==> config.mk <==
export PLATFORM = sky130hd
export DESIGN_NAME = variable_message_ring_index_manager
export DESIGN_NICKNAME = d
export VERILOG_FILES = /design/src/rtl/vmrim_pkg.sv /design/src/rtl/vmrim_frame_count.sv /design/src/rtl/variable_message_ring_index_manager.sv
export SDC_FILE = /design/constraint.sdc
export NUM_CORES = 2
export LEC_CHECK = 0
export ABC_CLOCK_PERIOD_IN_PS = 4200
export BUFFER_PORTS_ARGS = -buffer_cell sky130_fd_sc_hd__buf_2
export CAP_MARGIN = 20
export CORE_UTILIZATION = 45
export CTS_CLUSTER_DIAMETER = 100
export CTS_CLUSTER_SIZE = 12
export DETAILED_ROUTE_END_ITERATION = 12
export PLACE_DENSITY = 0.72
export SETUP_SLACK_MARGIN = 0.3
export SLEW_MARGIN = 15
export SYNTH_ARGS = -nofsm -noshare
export SYNTH_HDL_FRONTEND = slang
export SYNTH_SLANG_ARGS = --single-unit
==> constraint.sdc <==
create_clock -name clk -period 4.2 [get_ports clk]
set_clock_uncertainty 0.2 [all_clocks]
set_input_delay 0.84 -clock clk [delete_from_list [all_inputs] [get_ports clk]]
set_output_delay 0.84 -clock clk [all_outputs]
set_load 0.05 [all_outputs]
==> src/rtl/vmrim_pkg.sv <==
// ---------------------------------------------------------------------------
// vmrim_pkg
// Shared types and constants for the variable-length message ring index
// manager: command and error codes, controller states, default sizes.
// ---------------------------------------------------------------------------
package vmrim_pkg;

  localparam int DEF_MAX_FRAMES   = 128;
  localparam int DEF_FRAME_BYTES  = 64;
  localparam int DEF_HEADER_BYTES = 8;

  localparam logic [7:0] FRAMES_IN_USE_RESET = 8'd100;
  localparam logic [7:0] LEN_SAT             = 8'd255;

  // widths fixed by the port fields
  localparam int POS_W   = 8;
  localparam int BYTES_W = 16;
  localparam int COUNT_W = 17;

  typedef enum logic [1:0] {
    OP_PUSH_START = 2'd0,
    OP_PUSH_END   = 2'd1,
    OP_POP_START  = 2'd2,
    OP_POP_END    = 2'd3
  } op_t;

  typedef enum logic [1:0] {
    ERR_NONE     = 2'd0,
    ERR_FULL     = 2'd1,
    ERR_OVERFLOW = 2'd2,
    ERR_EMPTY    = 2'd3
  } err_t;

  typedef enum logic [2:0] {
    S_IDLE,
    S_EXEC,
    S_LEN,
    S_RD,
    S_RD0
  } state_t;

endpackage

==> src/rtl/vmrim_frame_count.sv <==
// ---------------------------------------------------------------------------
// vmrim_frame_count
// Frames needed for a message: ceil((data_bytes + HEADER_BYTES) / FRAME_BYTES)
// by a registered multiply with a reciprocal of the frame size.
// ---------------------------------------------------------------------------
module vmrim_frame_count #(
  parameter int FRAME_BYTES  = vmrim_pkg::DEF_FRAME_BYTES,
  parameter int HEADER_BYTES = vmrim_pkg::DEF_HEADER_BYTES
) (
  input  logic                          clk,
  input  logic                          en,
  input  logic [vmrim_pkg::BYTES_W-1:0] data_bytes,
  output logic [vmrim_pkg::COUNT_W-1:0] count
);
  import vmrim_pkg::*;

  // dividend below 2^T_W for all field values if header+frame bytes <= 65537
  localparam int T_W      = 17;
  localparam int LOG_FB   = $clog2(FRAME_BYTES);
  localparam int SHIFT    = T_W + LOG_FB;
  localparam int RECIP_W  = T_W + 1;
  localparam int PROD_W   = T_W + RECIP_W;
  localparam logic [63:0] RECIP64 =
    ((64'd1 << SHIFT) + 64'(FRAME_BYTES) - 64'd1) / 64'(FRAME_BYTES);
  localparam logic [RECIP_W-1:0] RECIP = RECIP_W'(RECIP64);

  logic [T_W-1:0]    dividend;
  logic [PROD_W-1:0] product;

  assign dividend = T_W'(data_bytes) + T_W'(HEADER_BYTES) + T_W'(FRAME_BYTES - 1);

  always_ff @(posedge clk) begin
    if (en) begin
      product <= PROD_W'(dividend) * PROD_W'(RECIP);
    end
  end

  // exact floor for any dividend below 2^T_W
  assign count = COUNT_W'(product >> SHIFT);

endmodule

==> src/rtl/variable_message_ring_index_manager.sv <==
// ---------------------------------------------------------------------------
// variable_message_ring_index_manager
// Keeps write and read frame positions of a ring of fixed-size frames and a
// length store with one entry per frame; handles push and pop commands.
// ---------------------------------------------------------------------------
// sequence: push start, push end on a full ring and pops on an empty ring
//   answer from EXEC; other push ends answer from LEN after the registered
//   frame-count multiply; pops read the length store and answer from RD, pop
//   start from RD0 on a wrap mark. A new command is taken only back in idle,
//   after the result is loaded; out_stall holds the controller meanwhile
// reset: positions go to 0, frames_in_use to 100; the length store is not
//   cleared, no clearing pass runs, commands are taken the cycle after reset
module variable_message_ring_index_manager #(
  parameter int MAX_FRAMES   = vmrim_pkg::DEF_MAX_FRAMES,
  parameter int FRAME_BYTES  = vmrim_pkg::DEF_FRAME_BYTES,
  parameter int HEADER_BYTES = vmrim_pkg::DEF_HEADER_BYTES
) (
  input  logic                          clk,
  input  logic                          rst,
  // command channel
  input  logic                          in_valid,
  output logic                          in_stall,
  input  logic [1:0]                    op,
  input  logic [vmrim_pkg::BYTES_W-1:0] data_bytes,
  // result channel
  output logic                          out_valid,
  input  logic                          out_stall,
  output logic                          granted,
  output logic [6:0]                    frame_index,
  output logic [7:0]                    message_frames,
  output logic [1:0]                    error_code,
  // configuration
  input  logic                          cfg_valid,
  output logic                          cfg_ready,
  input  logic [7:0]                    frames_in_use
);
  import vmrim_pkg::*;

  localparam int ADDR_W = $clog2(MAX_FRAMES);

  function automatic logic [31:0] slot(input logic [POS_W-1:0] p);
    logic [31:0] x;
    x = 32'(p);
    return (x < 32'(MAX_FRAMES)) ? x : 32'd0;
  endfunction

  state_t state, state_next;
  op_t    op_q;

  logic [7:0]       ring_cfg;
  logic [POS_W-1:0] wr_pos, wr_pos_next;
  logic [POS_W-1:0] rd_pos, rd_pos_next;
  logic [POS_W-1:0] n_frames;

  // length store
  logic [7:0]        len_mem [MAX_FRAMES];
  logic              mem_we, mem_re;
  logic [ADDR_W-1:0] mem_waddr, mem_raddr;
  logic [7:0]        mem_wdata, mem_rdata;

  logic               fc_en;
  logic [COUNT_W-1:0] fc_count;
  logic [BYTES_W-1:0] data_bytes_q;

  logic       out_free, out_load;
  logic       res_granted;
  logic [6:0] res_index;
  logic [7:0] res_frames;
  err_t       res_err;

  // push start terms
  logic             ps_refuse_end, ps_wrap, ps_refuse_full;
  logic [POS_W-1:0] ps_w0, ps_w1;
  logic [31:0]      ps_slot_w0, ps_slot_w1;
  // push end terms
  logic             pe_full, pe_overflow;
  logic [7:0]       pe_len;
  logic [COUNT_W:0] pe_next;
  logic [31:0]      slot_rd_w;
  // pop terms
  logic             pop_empty, pop_live;
  logic [POS_W-1:0] rd_eff, rd_adv;
  logic [POS_W:0]   rd_sum;
  logic [31:0]      slot_rd_eff, slot_rd;

  assign cfg_ready = 1'b1;
  assign in_stall  = (state != S_IDLE);
  assign out_free  = !out_valid || !out_stall;

  assign n_frames = (32'(ring_cfg) < 32'(MAX_FRAMES)) ? ring_cfg : POS_W'(MAX_FRAMES);

  always_ff @(posedge clk) begin
    if (rst) begin
      ring_cfg <= FRAMES_IN_USE_RESET;
    end else if (cfg_valid && cfg_ready) begin
      ring_cfg <= frames_in_use;
    end
  end

  vmrim_frame_count #(
    .FRAME_BYTES (FRAME_BYTES),
    .HEADER_BYTES(HEADER_BYTES)
  ) u_frame_count (
    .clk       (clk),
    .en        (fc_en),
    .data_bytes(data_bytes_q),
    .count     (fc_count)
  );

  // push start
  assign ps_refuse_end  = (wr_pos >= n_frames) && (rd_pos == '0);
  assign ps_w0          = (wr_pos >= n_frames) ? '0 : wr_pos;
  assign ps_wrap        = (ps_w0 == rd_pos) && (rd_pos > (n_frames >> 1));
  assign ps_w1          = ps_wrap ? '0 : ps_w0;
  assign ps_refuse_full = (rd_pos != '0) && (ps_w1 == rd_pos - POS_W'(1));
  assign ps_slot_w0     = slot(ps_w0);
  assign ps_slot_w1     = slot(ps_w1);

  // push end
  assign pe_full     = (wr_pos >= n_frames) ||
                       ((rd_pos != '0) && (wr_pos == rd_pos - POS_W'(1)));
  assign pe_len      = (fc_count > COUNT_W'(LEN_SAT)) ? LEN_SAT : fc_count[7:0];
  assign pe_next     = (COUNT_W+1)'(wr_pos) + (COUNT_W+1)'(fc_count);
  assign pe_overflow = (pe_next > (COUNT_W+1)'(n_frames)) ||
                       ((wr_pos < rd_pos) && (pe_next >= (COUNT_W+1)'(rd_pos)));

  // pop: a read position past the ring end wraps unless it meets write
  assign pop_empty   = (rd_pos == wr_pos) || ((rd_pos >= n_frames) && (wr_pos == '0));
  assign rd_eff      = ((rd_pos != wr_pos) && (rd_pos >= n_frames)) ? '0 : rd_pos;
  assign slot_rd_eff = slot(rd_eff);
  assign slot_rd     = slot(rd_pos);
  assign pop_live    = (rd_pos < wr_pos) || (mem_rdata != 8'd0);
  assign rd_sum      = (POS_W+1)'(rd_pos) + (POS_W+1)'(mem_rdata);
  assign rd_adv      = (rd_sum > (POS_W+1)'(n_frames)) ? n_frames : rd_sum[POS_W-1:0];

  always_ff @(posedge clk) begin
    if (rst) begin
      state  <= S_IDLE;
      wr_pos <= '0;
      rd_pos <= '0;
    end else begin
      state  <= state_next;
      wr_pos <= wr_pos_next;
      rd_pos <= rd_pos_next;
    end
  end

  always_ff @(posedge clk) begin
    if (in_valid && !in_stall) begin
      op_q         <= op_t'(op);
      data_bytes_q <= data_bytes;
    end
  end

  always_comb begin
    state_next  = state;
    wr_pos_next = wr_pos;
    rd_pos_next = rd_pos;
    mem_we      = 1'b0;
    mem_waddr   = '0;
    mem_wdata   = 8'd0;
    mem_re      = 1'b0;
    mem_raddr   = '0;
    fc_en       = 1'b0;
    out_load    = 1'b0;
    res_granted = 1'b0;
    res_index   = 7'd0;
    res_frames  = 8'd0;
    res_err     = ERR_NONE;
    case (state)
      S_IDLE: begin
        if (in_valid) begin
          state_next = S_EXEC;
        end
      end
      S_EXEC: begin
        case (op_q)
          OP_PUSH_START: begin
            if (out_free) begin
              out_load   = 1'b1;
              state_next = S_IDLE;
              if (!ps_refuse_end) begin
                wr_pos_next = ps_w1;
                mem_we      = ps_wrap;
                mem_waddr   = ps_slot_w0[ADDR_W-1:0];
                res_granted = !ps_refuse_full;
                res_index   = ps_refuse_full ? 7'd0 : ps_slot_w1[6:0];
              end
            end
          end
          OP_PUSH_END: begin
            if (pe_full) begin
              if (out_free) begin
                out_load   = 1'b1;
                res_err    = ERR_FULL;
                state_next = S_IDLE;
              end
            end else begin
              fc_en      = 1'b1;
              state_next = S_LEN;
            end
          end
          default: begin
            if (pop_empty) begin
              if (out_free) begin
                rd_pos_next = rd_eff;
                out_load    = 1'b1;
                res_err     = (op_q == OP_POP_END) ? ERR_EMPTY : ERR_NONE;
                state_next  = S_IDLE;
              end
            end else begin
              rd_pos_next = rd_eff;
              mem_re      = 1'b1;
              mem_raddr   = slot_rd_eff[ADDR_W-1:0];
              state_next  = S_RD;
            end
          end
        endcase
      end
      S_LEN: begin
        if (out_free) begin
          mem_we      = 1'b1;
          mem_waddr   = slot_rd_w[ADDR_W-1:0];
          mem_wdata   = pe_len;
          out_load    = 1'b1;
          state_next  = S_IDLE;
          if (pe_overflow) begin
            res_err = ERR_OVERFLOW;
          end else begin
            wr_pos_next = pe_next[POS_W-1:0];
            res_granted = 1'b1;
          end
        end
      end
      S_RD: begin
        if (op_q == OP_POP_START) begin
          if (pop_live) begin
            if (out_free) begin
              out_load    = 1'b1;
              res_granted = 1'b1;
              res_index   = slot_rd[6:0];
              res_frames  = mem_rdata;
              state_next  = S_IDLE;
            end
          end else begin
            // wrap mark at the head: the message starts at frame 0
            rd_pos_next = '0;
            mem_re      = 1'b1;
            mem_raddr   = '0;
            state_next  = S_RD0;
          end
        end else if (out_free) begin
          rd_pos_next = pop_live ? rd_adv : '0;
          out_load    = 1'b1;
          res_granted = 1'b1;
          state_next  = S_IDLE;
        end
      end
      S_RD0: begin
        if (out_free) begin
          out_load    = 1'b1;
          res_granted = 1'b1;
          res_frames  = mem_rdata;
          state_next  = S_IDLE;
        end
      end
      default: begin
        state_next = S_IDLE;
      end
    endcase
  end

  assign slot_rd_w = slot(wr_pos);

  always_ff @(posedge clk) begin
    if (mem_we) begin
      len_mem[mem_waddr] <= mem_wdata;
    end
    if (mem_re) begin
      mem_rdata <= len_mem[mem_raddr];
    end
  end

  always_ff @(posedge clk) begin
    if (rst) begin
      out_valid <= 1'b0;
    end else if (out_load) begin
      out_valid <= 1'b1;
    end else if (!out_stall) begin
      out_valid <= 1'b0;
    end
  end

  always_ff @(posedge clk) begin
    if (out_load) begin
      granted        <= res_granted;
      frame_index    <= res_index;
      message_frames <= res_frames;
      error_code     <= res_err;
    end
  end

  a_accept_leaves_idle: assert property (@(posedge clk) disable iff (rst)
    (in_valid && !in_stall) |=> (state == S_EXEC))
    else $error("accepted command did not start execution");

  a_refused_is_blank: assert property (@(posedge clk) disable iff (rst)
    (out_valid && !granted) |-> (frame_index == 7'd0 && message_frames == 8'd0))
    else $error("refused result carries a frame index or length");

  a_error_not_granted: assert property (@(posedge clk) disable iff (rst)
    (out_valid && error_code != ERR_NONE) |-> !granted)
    else $error("error reported on a granted result");

  a_store_write_on_push: assert property (@(posedge clk) disable iff (rst)
    mem_we |-> ((state == S_EXEC && op_q == OP_PUSH_START) || state == S_LEN))
    else $error("length store written outside a push");

  a_read_pos_idle_hold: assert property (@(posedge clk) disable iff (rst)
    (state == S_IDLE) |=> (rd_pos == $past(rd_pos) && wr_pos == $past(wr_pos)))
    else $error("ring position moved while idle");

endmodule
Word level (Yosys, flattened, before mapping)
Memories as Yosys holds them, arrays and structs flattened. A register that Yosys moved wholly into a read port is not among the register bits.
Cells that the tools add are included.
{ "classes": {"addsub": 5, "magnitude_cmp": 15, "eq_ne": 23, "muxes": 93, "reduce_logical": 30} }
{ "op_table": {"columns": ["operator", "n"], "rows": [
  ["8-bit two-way mux", 23],
  ["7-bit two-way mux", 19],
  ["8-bit < comparator (second input constant)", 6],
  ["8-bit one-hot mux with 2 select lines", 3],
  ["8-bit equality test", 4],
  ["7-bit one-hot mux with 2 select lines", 2],
  ["1-bit two-way mux", 26],
  ["3-bit two-way mux", 6],
  ["16-bit by 4-bit adder with 17-bit output (second input constant)", 1],
  ["17-bit by 6-bit adder with 17-bit output (second input constant)", 1],
  ["8-bit greater-or-equal comparator", 2],
  ["8-bit logical NOT", 2],
  ["8-bit < comparator", 2],
  ["8-bit nonzero test", 2],
  ["2-bit != test (second input constant)", 7],
  ["8-bit by 11-bit adder with 12-bit output", 1],
  ["12-bit by 8-bit greater-or-equal comparator with 1-bit output", 1],
  ["12-bit by 8-bit > comparator with 1-bit output", 1],
  ["3-bit one-hot mux with 4 select lines", 1],
  ["11-bit by 8-bit > comparator with 1-bit output (second input constant)", 1],
  ["2-bit two-way mux", 5],
  ["8-bit by 8-bit adder with 9-bit output", 1],
  ["9-bit by 8-bit > comparator with 1-bit output", 1],
  ["3-bit != test (second input constant)", 3],
  ["24 further kinds", 45]
]} }
{ "word_totals": {"register_bits": 81, "ramBits": 1024, "inputBits": 31, "memories": 1} }
{ "memory_table": {"columns": ["memory", "words", "width", "rd", "rd_ports_with_merged_regs", "write_ports", "line_no", "rtl"], "rows": [
  ["len_mem", 128, 8, 1, 1, 1, "variable_message_ring_index_manager.sv:56", "logic [7:0] len_mem [MAX_FRAMES];"]
]} }

Longest topological paths before layout
{ "depth": {"ltp_word": 14, "ltp_mapped": 19, "ltp_nobuf": 17} }

Hierarchy
Synthesis repeated with hierarchy kept, for this count alone.
{ "hier_totals": {"hier_cells": 3258, "hier_area_um2": 47092.7} }
{ "by_module_without_submodules": {"columns": ["mod", "instances", "cells_per_inst", "area_each_um2", "seq_area_each_um2"], "rows": [
  ["variable_message_ring_index_manager", 1, 3211, 46495.8, 32631.3],
  ["vmrim_frame_count", 1, 47, 596.8, 330.3]
]} }

Least setup slack after synthesis
OpenSTA, ideal clock, no wires.
{ "synth_timing": {"path_type": "reg2reg", "from": "reg rd_pos[0]", "to": "reg mem_rdata[6], read port of len_mem (data pin)", "arrival_ns": 4.093, "setup_slack_ns": -0.361, "path_stages_with_launch": 18, "path_buffers": 7, "period_less_slack_ns": 4.561, "cell_sequence": "dfxtp_1 -> clkbuf_1 -> inv_1 -> clkbuf_1 -> clkbuf_1 -> clkbuf_1 -> ha_1 -> and4_1 -> a211o_4 -> clkbuf_1 -> a2111o_1 -> clkbuf_1 -> clkbuf_1 -> a221o_1 -> a21oi_1 -> nor4_1 -> a22oi_1 -> nand4_1"} }
{ "synth_via": {"elab_chain_cells": 8, "elab_cells_between_ends": 19} }
{ "synth_rtl": {"columns": ["element", "line_no", "rtl"], "rows": [
  ["from (decl)", "variable_message_ring_index_manager.sv:52", "logic [POS_W-1:0] rd_pos, rd_pos_next;"],
  ["from (signal assigned)", "variable_message_ring_index_manager.sv:144", "rd_pos <= rd_pos_next;"],
  ["8-bit greater-or-equal comparator / 8-bit != test (equally long branches)", "variable_message_ring_index_manager.sv:128, variable_message_ring_index_manager.sv:129", null],
  ["1-bit logical AND", "variable_message_ring_index_manager.sv:129", "assign rd_eff = ((rd_pos != wr_pos) && (rd_pos >= n_frames)) ? '0 : rd_pos;"],
  ["8-bit two-way mux", "variable_message_ring_index_manager.sv:129", null],
  ["8-bit < comparator", "variable_message_ring_index_manager.sv:44", "return (x < 32'(MAX_FRAMES)) ? x : 32'd0;"],
  ["7-bit two-way mux", "variable_message_ring_index_manager.sv:44", null],
  ["7-bit two-way mux", "variable_message_ring_index_manager.sv:204", "if (pop_empty) begin"],
  ["7-bit two-way mux", "variable_message_ring_index_manager.sv:177", "case (op_q)"],
  ["7-bit two-way mux", null, null],
  ["to (decl)", "variable_message_ring_index_manager.sv:59", "logic [7:0] mem_wdata, mem_rdata;"]
]} }
Several ways; a longest one is shown, not always the timed one.
A chain may end at the register's enable or synchronous reset.

Worst setup path after layout
{ "layout_timing": {"from": "reg ring_cfg[7]", "to": "reg mem_rdata[5], read port of len_mem (data pin)"} }
{ "layout_via": {"elab_chain_cells": 10, "elab_cells_between_ends": 15} }
{ "layout_rtl": {"columns": ["element", "line_no", "rtl"], "rows": [
  ["from (decl)", "variable_message_ring_index_manager.sv:50", "logic [7:0] ring_cfg;"],
  ["from (signal assigned)", "variable_message_ring_index_manager.sv:96", "ring_cfg <= frames_in_use;"],
  ["8-bit < comparator", "variable_message_ring_index_manager.sv:90", "assign n_frames = (32'(ring_cfg) < 32'(MAX_FRAMES)) ? ring_cfg : POS_W'(MAX_FRAMES);"],
  ["8-bit two-way mux (*)", "variable_message_ring_index_manager.sv:90", null],
  ["8-bit greater-or-equal comparator (*)", "variable_message_ring_index_manager.sv:128, variable_message_ring_index_manager.sv:129", null],
  ["1-bit logical AND", "variable_message_ring_index_manager.sv:129", null],
  ["8-bit two-way mux", "variable_message_ring_index_manager.sv:129", null],
  ["8-bit < comparator", "variable_message_ring_index_manager.sv:44", null],
  ["7-bit two-way mux", "variable_message_ring_index_manager.sv:44", null],
  ["7-bit two-way mux", "variable_message_ring_index_manager.sv:204", null],
  ["7-bit two-way mux", "variable_message_ring_index_manager.sv:177", null],
  ["7-bit two-way mux", null, null]
]} }
Mark *: on every way between the ends. The rest lies on a longest branch, timed or not.

==> impl_metrics.yaml <==
timing:
  fin_crit_ns: 4.05
  timing.final.crit_share_pct: 96.5
  rsz0062_at_grt: "true"
  setup_viol: 0
  tightestPinTransition_ns: 0.975
  tns_ns: 0
  finalHoldViolCount: 0
  maxSlewViolCount: 0
  slew_headroom_pct: 34.9
  fmax_mhz: 247
drt:
  met3_length_um: 17200
  vias: 31400
  drtIter0Drc: 4892
  antenna_left: 0
  viasPerCell: 6.37
  wl_met2_um: 65300
  wl_um: 144000
  routedWlPerCell_um: 29.1
  dr.pass1.iters: 8
  highest_layer: "met5"
  route.detailed.drc: 0
  drt-met1-wl_um: 53300
logic_synthesis:
  synthesis.nets: 3216
  ys_ff_latch: 1107
  synth_common_cells: "edfxtp_1 (1079), nor2_1 (228), nand2_1 (192)"
  syn_avg_cell_area_um2: 14.9
  yosysTopAreaCellShare_pct: 70.0
  postSynth.asyncResetShare_pct: 0
  yosysSeqAreaShare_pct: 71.2
  yosysTopAreaCell: "edfxtp_1"
  yosys-top-cells-area: "edfxtp_1 (70%), mux2i_1 (3.9%), ha_1 (1.9%)"
  yosysMostFrequentCell: "edfxtp_1"
  ys_warn_count: 0
  synth_edf_count: 1079
  synth_ff_type: "edfxtp_1"
  synth_cell_types: 82
  netlist_area_um2: 46300
  synth_cells: 3111
global_routing:
  grt_pass1_vias: 30000
  antenna_found_initial: 2
  overflow: 0
  grt_max_degree: 116
  grt_util_all_layers_pct: 26.9
  grt_pass1_wl_um: 205000
setup_path:
  crit_type: "reg -> reg"
  end_kind: "flip-flop"
  crit_path_max_fanout: 14
  worstPathArrival_ns: 4.30
  start_kind: "flip-flop"
  critical_path_required_ns: 4.45
pwr:
  power.density_nw_per_um2: 366
  irDropWorstVdd_mv: 0.303
  p_leak_nw: 19.1
placed_design:
  gp_congestion: 0.984
  port_buffers: 50
  place_inst: 4711
  dp_hpwl_um: 91800
clocking:
  clkTransAtPathRegs_ns: 0.07
  cts_max_level: 3
  cts_tree: "yes"
  cts_buffer_depth: 3
  clk_latency_ns: 0.70
  clock-sinks: 1107
  clockRootBuffer: "clkbuf_16"
  cts_made_buffers: 102
cells_and_area:
  layout-drive-gt1-share_pct: 28.1
  finalNonFillerCells: 4929
  final-seq-area_um2: 33000
  multi_input_area_um2: 14200
  area.growth.synth_to_final_pct: 22.2
  nets: 3639
  final_util_pct: 55.5
  nFillCells: 7789
floorplanning:
  num_rows: 117
  fp.dieArea_um2: 104000
  core_um2: 102000
  die_x_um: 323
  initial_core_util_pct: 45.4
  ioPinCount: 52
  die_h_um: 323
run_status:
  status: "finished clean"
run:
  drv_cap: 0
min_path:
  hold_path.class: "in -> reg"
critical path: stages, from the launching register on:
cell,delay [ns]
dfxtp_4,0.37
nor2b_2,0.17
inv_2,0.10
ha_1,0.27
a211oi_2,0.16
buf_4,0.16
o21ai_4,0.10
buf_4,0.17
a2111o_1,0.45
buf_12,0.19
buf_4,0.20
a211oi_1,0.42
a2111oi_0,0.14
buf_4,0.17
nand4b_1,0.19
a221oi_2,0.09
o22a_1,0.22
flip-flops by register name (all words and copies together) (netlist names):
| register | flops |
|---|---|
| len_mem | 1024 |
| data_bytes_q | 16 |
| u_frame_count.product | 11 |
| mem_rdata | 8 |
| message_frames | 8 |
| rd_pos | 8 |
| ring_cfg | 8 |
| wr_pos | 8 |
| frame_index | 7 |
| state | 3 |
| error_code | 2 |
| op_q | 2 |
| granted | 1 |
| out_valid | 1 |
report_power, final:
part	total (mW)	switching, mW	leakage [nW]	internal, mW
Sequential	12.0	0.0190	10.7	12.0
Clock	8.21	3.83	1.32	4.38
Combinational	0.462	0.291	7.04	0.170
Total	20.7	4.14	19.1	16.6
through the flow:
step,area (µm²),setup slack (ns),hold slack (ns),power [mW]
after floorplan,46400,0.240,0.252,12.5
after detailed placement,51100,-0.561,0.297,12.7
after global placement,51100,-0.579,0.272,12.7
after CTS,55000,0.211,0.110,20.7
after global routing,56500,0.0779,0.122,21.2
final,56500,0.146,0.131,20.7
layer usage:
layer  track usage (%)  vias to the layer above
li1                  -                    13100
met1              36.0                    15600
met2              41.7                     2242
met3              6.23                      453
met4              12.9                        2
met5                 0                        -
cells in the final DEF (no fill, tap or decap), types with 80 or more instances in the layout:
master,instances
a21oi_1,142
buf_4,342
clkbuf_16,106
edfxtp_1,1079
mux2_2,80
mux2i_1,178
nand2_1,186
nor2_1,115
nor2_4,92
o21ai_0,111
cell families after synthesis:
| family | Yosys count | synth area share [%] |
|---|---|---|
| AO/OA/AOI/OAI | 723 | 11.0 |
| multiplexers | 268 | 6.28 |
| other | 1 | 0.00810 |
| flip-flops | 1107 | 71.2 |
| XOR/XNOR | 37 | 0.730 |
| buffers and inverters | 222 | 1.92 |
| AND/OR/NAND/NOR | 679 | 6.74 |
| adder cells (fa/ha/maj) | 74 | 2.03 |
worst paths after layout:
check | to | startpoint | slack, ns | cells after the start
setup / recovery | mem_rdata[5] | ring_cfg[7] | 0.15 | 16
hold / removal | op_q[1] | op[1] | 0.13 | 1
setup reg to reg | mem_rdata[5] | ring_cfg[7] | 0.15 | 16
hold reg to reg | ring_cfg[3] | ring_cfg[3] | 0.32 | 2
cell type report:
cell class	count	area share [%]
flip-flops and latches	1107	58.4
multi-input cells	1782	25.2
repair buffers	496	8.30
clock buffers	122	4.68
well taps	1368	3.03
inverters	45	0.312
clock inverters	5	0.108
diodes	4	0.0177
timing repair:
item	CTS	global route
gates cloned	2	3
setup endpoints to repair	1007	786
resized for setup	245	194
buffers inserted	28	54
hold buffers	0	0
pin swaps	35	71
Note: power is estimated with default switching activity, not from simulation.
